**config.mk**
```make
export PLATFORM = sky130hd
export DESIGN_NAME = compare_channel_soft_timer_top_flat
export DESIGN_NICKNAME = d
export VERILOG_FILES = /design/src/hw/rtl/cct_pkg.sv /design/src/hw/rtl/cct_if.sv /design/src/hw/rtl/cct_cell.sv /design/src/hw/rtl/compare_channel_soft_timer_top.sv /design/src/flat_wrapper.sv
export SDC_FILE = /design/constraint.sdc
export NUM_CORES = 1
export LEC_CHECK = 0
export BUFFER_PORTS_ARGS = -buffer_cell sky130_fd_sc_hd__buf_2
export CORE_MARGIN = 8
export CORE_UTILIZATION = 35
export DETAILED_ROUTE_END_ITERATION = 8
export PLACE_DENSITY_LB_ADDON = 0.08
export SYNTH_ARGS = -nofsm -noshare
export SYNTH_HDL_FRONTEND = slang
export SYNTH_SLANG_ARGS = --single-unit
```
**constraint.sdc**
```tcl
create_clock -name clk -period 7.1 [get_ports clk]
set_clock_uncertainty 0.1 [all_clocks]
set_input_delay 0 -clock clk [delete_from_list [all_inputs] [get_ports clk]]
set_output_delay 0 -clock clk [all_outputs]
set_load 0.01 [all_outputs]
```
**src/hw/rtl/cct_pkg.sv**
```systemverilog
`timescale 1ns / 1ps
// ----------------------------------------------------------------------------
// Compare channel timer package
// Command codes, field widths, register indexes and the control record that
// travels along the row of channel cells.
// ----------------------------------------------------------------------------
package cct_pkg;

  localparam int CMD_BITS       = 2;
  localparam int CHAN_IDX_BITS  = 3;
  localparam int CFG_IDX_BITS   = 1;

  localparam int NUM_CHANNELS_DEF = 5;
  localparam int COUNT_BITS_DEF   = 16;

  localparam logic [CMD_BITS-1:0] CMD_TICK     = 2'd0;
  localparam logic [CMD_BITS-1:0] CMD_STOP     = 2'd1;
  localparam logic [CMD_BITS-1:0] CMD_START    = 2'd2;
  localparam logic [CMD_BITS-1:0] CMD_RECHARGE = 2'd3;

  localparam logic [CFG_IDX_BITS-1:0] REG_DEFINED = 1'b0;
  localparam logic [CFG_IDX_BITS-1:0] REG_ONESHOT = 1'b1;

  // Control part of a request as it moves from cell to cell.
  typedef struct packed {
    logic                     valid;
    logic [CMD_BITS-1:0]      cmd;
    logic [CHAN_IDX_BITS-1:0] chan;
    logic                     status;
  } cell_ctl_t;

endpackage

```
**src/hw/rtl/cct_if.sv**
```systemverilog
`timescale 1ns / 1ps
// ----------------------------------------------------------------------------
// Compare channel timer stream interfaces
// Valid/ready channels for commands into the timer and results out of it.
// ----------------------------------------------------------------------------
interface cct_in_if #(
  parameter int COUNT_BITS = cct_pkg::COUNT_BITS_DEF
);
  logic                               valid;
  logic                               ready;
  logic [cct_pkg::CMD_BITS-1:0]       cmd;
  logic [cct_pkg::CHAN_IDX_BITS-1:0]  channel;
  logic [COUNT_BITS-1:0]              period;

  modport source (output valid, cmd, channel, period, input ready);
  modport sink   (input valid, cmd, channel, period, output ready);
endinterface

interface cct_out_if #(
  parameter int NUM_CHANNELS = cct_pkg::NUM_CHANNELS_DEF,
  parameter int COUNT_BITS   = cct_pkg::COUNT_BITS_DEF
);
  logic                    valid;
  logic                    ready;
  logic                    status;
  logic [NUM_CHANNELS-1:0] fired_mask;
  logic [COUNT_BITS-1:0]   count_now;

  modport source (output valid, status, fired_mask, count_now, input ready);
  modport sink   (input valid, status, fired_mask, count_now, output ready);
endinterface

```
**src/hw/rtl/cct_cell.sv**
```systemverilog
`timescale 1ns / 1ps
// ----------------------------------------------------------------------------
// Compare channel cell
// Holds one channel's compare value, period and enable, acts on the request
// passing through and hands the request on to the next cell.
// ----------------------------------------------------------------------------
module cct_cell #(
  parameter int NUM_CHANNELS = cct_pkg::NUM_CHANNELS_DEF,
  parameter int COUNT_BITS   = cct_pkg::COUNT_BITS_DEF,
  parameter int IDX          = 0
) (
  input  logic                    clk,
  input  logic                    rst_n,
  input  logic                    adv,
  input  logic                    def_bit,
  input  logic                    oneshot_bit,
  input  cct_pkg::cell_ctl_t      ctl_i,
  input  logic [COUNT_BITS-1:0]   period_i,
  input  logic [COUNT_BITS-1:0]   count_i,
  input  logic [NUM_CHANNELS-1:0] fired_i,
  output cct_pkg::cell_ctl_t      ctl_o,
  output logic [COUNT_BITS-1:0]   period_o,
  output logic [COUNT_BITS-1:0]   count_o,
  output logic [NUM_CHANNELS-1:0] fired_o
);
  import cct_pkg::*;

  cell_ctl_t               ctl_r;
  logic [COUNT_BITS-1:0]   period_r;
  logic [COUNT_BITS-1:0]   count_r;
  logic [NUM_CHANNELS-1:0] fired_r, fired_nxt;

  logic                    en_r, en_nxt;
  logic [COUNT_BITS-1:0]   cmp_r, cmp_nxt;
  logic [COUNT_BITS-1:0]   per_r, per_nxt;

  logic hit;
  logic addressed;

  assign hit = ctl_i.valid && (ctl_i.cmd == CMD_TICK) && en_r && def_bit &&
               (cmp_r == count_i);
  assign addressed = ctl_i.valid && !ctl_i.status && (ctl_i.cmd != CMD_TICK) &&
                     (ctl_i.chan == CHAN_IDX_BITS'(IDX));

  always_comb begin
    en_nxt  = en_r;
    cmp_nxt = cmp_r;
    per_nxt = per_r;
    if (hit) begin
      cmp_nxt = cmp_r + per_r;
      if (oneshot_bit) begin
        en_nxt = 1'b0;
      end
    end
    if (addressed) begin
      case (ctl_i.cmd)
        CMD_STOP: begin
          en_nxt = 1'b0;
        end
        CMD_START, CMD_RECHARGE: begin
          per_nxt = period_i;
          cmp_nxt = count_i + period_i;
          en_nxt  = 1'b1;
        end
        default: begin
        end
      endcase
    end
  end

  always_comb begin
    fired_nxt      = fired_i;
    fired_nxt[IDX] = fired_i[IDX] | hit;
  end

  always_ff @(posedge clk) begin
    if (!rst_n) begin
      ctl_r.valid <= 1'b0;
      en_r        <= 1'b0;
    end else if (adv) begin
      ctl_r <= ctl_i;
      en_r  <= en_nxt;
    end
  end

  always_ff @(posedge clk) begin
    if (adv) begin
      period_r <= period_i;
      count_r  <= count_i;
      fired_r  <= fired_nxt;
      cmp_r    <= cmp_nxt;
      per_r    <= per_nxt;
    end
  end

  assign ctl_o    = ctl_r;
  assign period_o = period_r;
  assign count_o  = count_r;
  assign fired_o  = fired_r;

endmodule

```
**src/hw/rtl/compare_channel_soft_timer_top.sv**
```systemverilog
`timescale 1ns / 1ps
// ----------------------------------------------------------------------------
// Compare channel soft timer
// Free-running counter with a row of compare channels, one cell per channel.
// ----------------------------------------------------------------------------
// The timer takes one request in every clock cycle that the row moves on and
// returns one result per request, in order. A request first updates the
// free-running counter at the entry, then walks down a row of NUM_CHANNELS
// cells, one cell each time the row moves on; each cell owns one channel,
// handles only its own part of the request and registers it for the next
// cell. The last cell's register is the output register, and the whole row
// moves on whenever that register is empty or its result is being taken. A
// new request is therefore accepted in the same cycle as a finished result
// is taken, but the row stands still while a finished result waits unread.
// Configuration writes are expected only while no request is in flight.
module compare_channel_soft_timer_top #(
  parameter int NUM_CHANNELS = cct_pkg::NUM_CHANNELS_DEF,
  parameter int COUNT_BITS   = cct_pkg::COUNT_BITS_DEF
) (
  input  logic                           clk,
  input  logic                           rst_n,
  cct_in_if.sink                         in_ch,
  cct_out_if.source                      out_ch,
  input  logic                           cfg_we,
  input  logic [cct_pkg::CFG_IDX_BITS-1:0] cfg_idx,
  input  logic [NUM_CHANNELS-1:0]        cfg_wdata
);
  import cct_pkg::*;

  // Configuration: which channels have a client, and which stop after
  // firing once.
  logic [NUM_CHANNELS-1:0] defined_r;
  logic [NUM_CHANNELS-1:0] oneshot_r;

  always_ff @(posedge clk) begin
    if (!rst_n) begin
      defined_r <= '0;
      oneshot_r <= '0;
    end else if (cfg_we) begin
      case (cfg_idx)
        REG_DEFINED: defined_r <= cfg_wdata;
        REG_ONESHOT: oneshot_r <= cfg_wdata;
        default: begin
        end
      endcase
    end
  end

  // The row advances when the output register can take a new result.
  logic adv;
  logic accept;
  cell_ctl_t ctl_last;

  assign adv         = !ctl_last.valid || out_ch.ready;
  assign in_ch.ready = adv;
  assign accept      = in_ch.valid && adv;

  // Entry: a tick advances the counter, and a stop, start or recharge with a
  // channel index outside the row is flagged and then ignored by every cell.
  logic                  is_tick;
  logic                  bad_chan;
  logic [COUNT_BITS-1:0] counter_r, counter_nxt;

  assign is_tick  = (in_ch.cmd == CMD_TICK);
  assign bad_chan = !is_tick &&
                    ({1'b0, in_ch.channel} >= (CHAN_IDX_BITS + 1)'(NUM_CHANNELS));
  assign counter_nxt = is_tick ? counter_r + 1'b1 : counter_r;

  always_ff @(posedge clk) begin
    if (!rst_n) begin
      counter_r <= '0;
    end else if (accept) begin
      counter_r <= counter_nxt;
    end
  end

  // Links between cells: link 0 feeds the first cell, link NUM_CHANNELS is
  // the output register of the last cell.
  cell_ctl_t               ctl_w    [NUM_CHANNELS+1];
  logic [COUNT_BITS-1:0]   period_w [NUM_CHANNELS+1];
  logic [COUNT_BITS-1:0]   count_w  [NUM_CHANNELS+1];
  logic [NUM_CHANNELS-1:0] fired_w  [NUM_CHANNELS+1];

  assign ctl_w[0] = '{valid:  in_ch.valid,
                      cmd:    in_ch.cmd,
                      chan:   in_ch.channel,
                      status: bad_chan};

  assign period_w[0] = in_ch.period;
  assign count_w[0]  = counter_nxt;
  assign fired_w[0]  = '0;

  for (genvar g = 0; g < NUM_CHANNELS; g++) begin : g_cell
    cct_cell #(
      .NUM_CHANNELS (NUM_CHANNELS),
      .COUNT_BITS   (COUNT_BITS),
      .IDX          (g)
    ) u_cell (
      .clk         (clk),
      .rst_n       (rst_n),
      .adv         (adv),
      .def_bit     (defined_r[g]),
      .oneshot_bit (oneshot_r[g]),
      .ctl_i       (ctl_w[g]),
      .period_i    (period_w[g]),
      .count_i     (count_w[g]),
      .fired_i     (fired_w[g]),
      .ctl_o       (ctl_w[g+1]),
      .period_o    (period_w[g+1]),
      .count_o     (count_w[g+1]),
      .fired_o     (fired_w[g+1])
    );
  end

  assign ctl_last          = ctl_w[NUM_CHANNELS];
  assign out_ch.valid      = ctl_last.valid;
  assign out_ch.status     = ctl_last.status;
  assign out_ch.fired_mask = fired_w[NUM_CHANNELS];
  assign out_ch.count_now  = count_w[NUM_CHANNELS];

endmodule

```
**src/flat_wrapper.sv**
```systemverilog
// flat-port wrapper written by rule: the top's interface ports become plain ports
module compare_channel_soft_timer_top_flat import cct_pkg::*;
#(
  parameter int NUM_CHANNELS = cct_pkg::NUM_CHANNELS_DEF,
  parameter int COUNT_BITS   = cct_pkg::COUNT_BITS_DEF
)
  (clk, rst_n, cfg_we, cfg_idx, cfg_wdata, in_ch_valid, in_ch_cmd, in_ch_channel, in_ch_period, in_ch_ready, out_ch_valid, out_ch_status, out_ch_fired_mask, out_ch_count_now, out_ch_ready);
  cct_in_if #(.COUNT_BITS(COUNT_BITS)) in_ch_i ();
  cct_out_if #(.NUM_CHANNELS(NUM_CHANNELS), .COUNT_BITS(COUNT_BITS)) out_ch_i ();
  input  logic clk;
  input  logic rst_n;
  input  logic cfg_we;
  input  logic [cct_pkg::CFG_IDX_BITS-1:0] cfg_idx;
  input  logic [NUM_CHANNELS-1:0] cfg_wdata;
  input wire logic [$bits(in_ch_i.valid)-1:0] in_ch_valid;
  input wire logic [$bits(in_ch_i.cmd)-1:0] in_ch_cmd;
  input wire logic [$bits(in_ch_i.channel)-1:0] in_ch_channel;
  input wire logic [$bits(in_ch_i.period)-1:0] in_ch_period;
  output wire logic [$bits(in_ch_i.ready)-1:0] in_ch_ready;
  output wire logic [$bits(out_ch_i.valid)-1:0] out_ch_valid;
  output wire logic [$bits(out_ch_i.status)-1:0] out_ch_status;
  output wire logic [$bits(out_ch_i.fired_mask)-1:0] out_ch_fired_mask;
  output wire logic [$bits(out_ch_i.count_now)-1:0] out_ch_count_now;
  input wire logic [$bits(out_ch_i.ready)-1:0] out_ch_ready;
  assign in_ch_i.valid = in_ch_valid;
  assign in_ch_i.cmd = in_ch_cmd;
  assign in_ch_i.channel = in_ch_channel;
  assign in_ch_i.period = in_ch_period;
  assign in_ch_ready = in_ch_i.ready;
  assign out_ch_valid = out_ch_i.valid;
  assign out_ch_status = out_ch_i.status;
  assign out_ch_fired_mask = out_ch_i.fired_mask;
  assign out_ch_count_now = out_ch_i.count_now;
  assign out_ch_i.ready = out_ch_ready;
  compare_channel_soft_timer_top #(.NUM_CHANNELS(NUM_CHANNELS), .COUNT_BITS(COUNT_BITS)) u_core (.clk(clk), .rst_n(rst_n), .in_ch(in_ch_i), .out_ch(out_ch_i), .cfg_we(cfg_we), .cfg_idx(cfg_idx), .cfg_wdata(cfg_wdata));
endmodule
```
==> metrics <==
post-CTS sizing 0; Mapped Cells 1,950; Clock Tree Root clkbuf_16; Async S/R FF share, synth 0%; Total Routing Usage GR about 16%; PnR worst setup slack 3360 ps; Vias/cell 5.17; Setup TNS Final 0 ps; max-slew violation count 0; post-synth design cell area 21,900 um^2; pin count of the biggest net entering global routing 174; Initial Util 35.4%; layout cell share with drive strength beyond 1 8.34%; Hold Crit Class input port to flop; CP Capture Type flop; CTS tree yes; CP Class flop to flop; R2R depth 13; critical path arrival 3960 ps; Routed Antenna Nets 0; antenna violations before repair 0; Avg WL per Cell 19.5 um; clk slew on worst S/H paths 60 ps; Final Hold Viols 0; placed instance area 23,000 um^2; Place WS ~3400 ps; Max-slew headroom 23.0%; first-pass GRT wire length slightly below 90 mm; fin crit share 52.7%; number of cell rows 91; Clock H-tree levels 2; number of port buffers 55; Critical Path RT between 7000 and 8000 ps; CTS sink cnt 380; Max Cap Violations 0; YS warnings 0; Congestion Overflow GR 0; drt total wl 57.0 mm; Worst Path Max Fanout 10; syn_area_per_cell between 10 and 15 um^2; GP Congestion around 0.85; Hold Path Stages 2; drt first-iter violations 827; register area share after synthesis 50.5%; slew at the pin with the worst max-slew slack 1150 ps; worst-skew pair later-pin latency ~600 ps; startpoint class of the critical path flop; hpwl dp 42.5 mm; Chip Width 266 um; Area Overhead vs Synth 14.5%; CTS buffer count 47; DRC viols 0; via total after detailed routing between 15k and 20k; Synth Flop Type edfxtp_1; vias in the first global route 15.8k; setup violators final 0; Fill cells between 5k and 6k; Die Height ~270 um; number of flops mapped to enable cells by yosys about 340; VDD IR max approximately 0.00017 V; post-synthesis register bit count 380; FF+latch area 11,100 um^2; nets 2,244; diodes inserted 0; CORE AREA 61,700 um^2; Finished Cell Area 25,000 um^2; RSZ-0062 raised after global routing false; crit path time final 3740 ps; total die area 70,700 um^2; leak pwr ~0.010 uW; clock buffer depth 3; area occupied by multi-input gates 10,300 um^2; DRT Pass-1 Iters 5; Post-Synthesis Net Count 2,147; FMAX 0.267 GHz; Ports 56; Yosys cell types 83; PD cells 276 nW/um^2; status finished clean
==> registers in the layout, indices dropped and copies added, names as in the netlist, 15 cells and up <==
register and count:
u_core.counter_r 16, u_core.g_cell.u_cell.cmp_r 80, u_core.g_cell.u_cell.count_o 80, u_core.g_cell.u_cell.ctl_o 30, u_core.g_cell.u_cell.fired_o 15, u_core.g_cell.u_cell.per_r 80
u_core.g_cell.u_cell.period_o 64
==> cell usage in the layout, fill, tap and decap left out, drive strengths merged, types with 34 or more instances in the layout <==
cell type and n:
nand3 39, a31oi 36, o21a 34, nor2 146, a21oi 135, edfxtp 344, xor2 101, a21o 34
nor3 52, xnor2 117, clkbuf 63, dfxtp 36, o21ai 91, buf 69, nand2 138, inv 55
ha 155, dlygate4sd3 44
==> final timing paths <==
path	startpoint	to	slack (ps)
max	u_core.counter_r[0]	u_core.g_cell[0].u_cell.cmp_r[14]	3360
min	in_ch_channel[1]	u_core.g_cell[0].u_cell.ctl_o[2]	80
max reg2reg	u_core.counter_r[0]	u_core.g_cell[0].u_cell.cmp_r[14]	3360
min reg2reg	u_core.g_cell[1].u_cell.fired_o[1]	u_core.g_cell[2].u_cell.fired_o[1]	320
==> repair_timing <==
item,CTS,global route
setup endpoints to repair,0,0
buffers inserted,0,0
hold endpoints to repair,80,0
hold buffers,44,0
==> worst max-delay path: stages (launching register included) <==
cell and delay, ps:
dfxtp_1 430, ha_1 460, nand2_1 120, xnor2_1 240, ha_1 320, a21o_1 190
a21oi_1 280, o211ai_1 160, o211ai_1 160, nor2_1 120, o41a_1 410, a31oi_1 210
xor2_1 180, mux2i_1 90
==> power by group <==
group          internal [uW]  switching (uW)
Clock                   1530             978
Combinational            678             847
Sequential              2680             203
==> Yosys cell counts (11+ instances only) <==
cell / count / area (um^2)
inv_1: 54 / 203
a211oi_1: 23 / 173
xnor2_1: 117 / 1020
xor2_1: 101 / 885
a31oi_1: 36 / 225
nand3_1: 38 / 190
nor4b_1: 12 / 105
nand4_1: 21 / 131
nand2b_1: 28 / 175
buf_4: 22 / 165
mux2i_1: 28 / 280
edfxtp_1: 344 / 10300
nor2b_1: 28 / 175
nor2_1: 145 / 544
a21oi_1: 134 / 671
a21boi_0: 19 / 143
nand2_1: 138 / 518
a21o_1: 34 / 255
nor4_1: 22 / 138
clkbuf_1: 33 / 124
or3_1: 24 / 150
dfxtp_1: 36 / 721
o21a_1: 34 / 255
o21ai_0: 90 / 450
and2_1: 19 / 119
o211ai_1: 11 / 82.6
ha_1: 155 / 1940
nor3_1: 51 / 255
and3_1: 11 / 68.8
==> final cells by class <==
type                       count  area share [%]
timing repair buffer         113            3.28
clock buffer                  63            5.43
sequential                   380            44.1
multi-input combinational   1449            41.0
tap                          837            4.18
inverter                      56           0.890
clock inverter                25            1.08
==> per-layer routing <==
| metal | share of wire, % | vias to the layer above | global-route usage [%] |
|---|---|---|---|
| met2 | 52 | 266 | 30.3 |
| li1 | - | 7482 | - |
| met3 | 3.0 | 122 | 2.09 |
| met1 | 41 | 7241 | 17.2 |
| met5 | 0 | - | 0 |
| met4 | 4.1 | 0 | 6.99 |
==> kinds of logic (layout without fill, tap and decap cells) <==
kind of cell | Yosys count | in the layout | share of synthesized area (%)
simple gates | 571 | 571 | 13.2
xor+xnor | 220 | 220 | 8.94
fa+ha+maj | 165 | 165 | 9.78
flops | 380 | 380 | 50.5
mux | 32 | 32 | 1.49
compound gates | 461 | 461 | 13.4
buf+inv | 121 | 257 | 2.63
==> per-stage QoR <==
step / utilization (%) / total power [uW] / hold WS [ps] / std cells
2_1_floorplan: - / 4010 / -1.13 / 1950
3_5_place_dp: 37.2 / 4430 / 104 / 2791
6_report: 40.6 / 6910 / 76.6 / 2923
3_3_place_gp: 37.2 / 4390 / 105 / 2791
5_1_grt: 40.6 / 7270 / 70.6 / 2923
4_1_cts: 40.6 / 7010 / 31.4 / 2923
(Power assumes the default switching activity.)
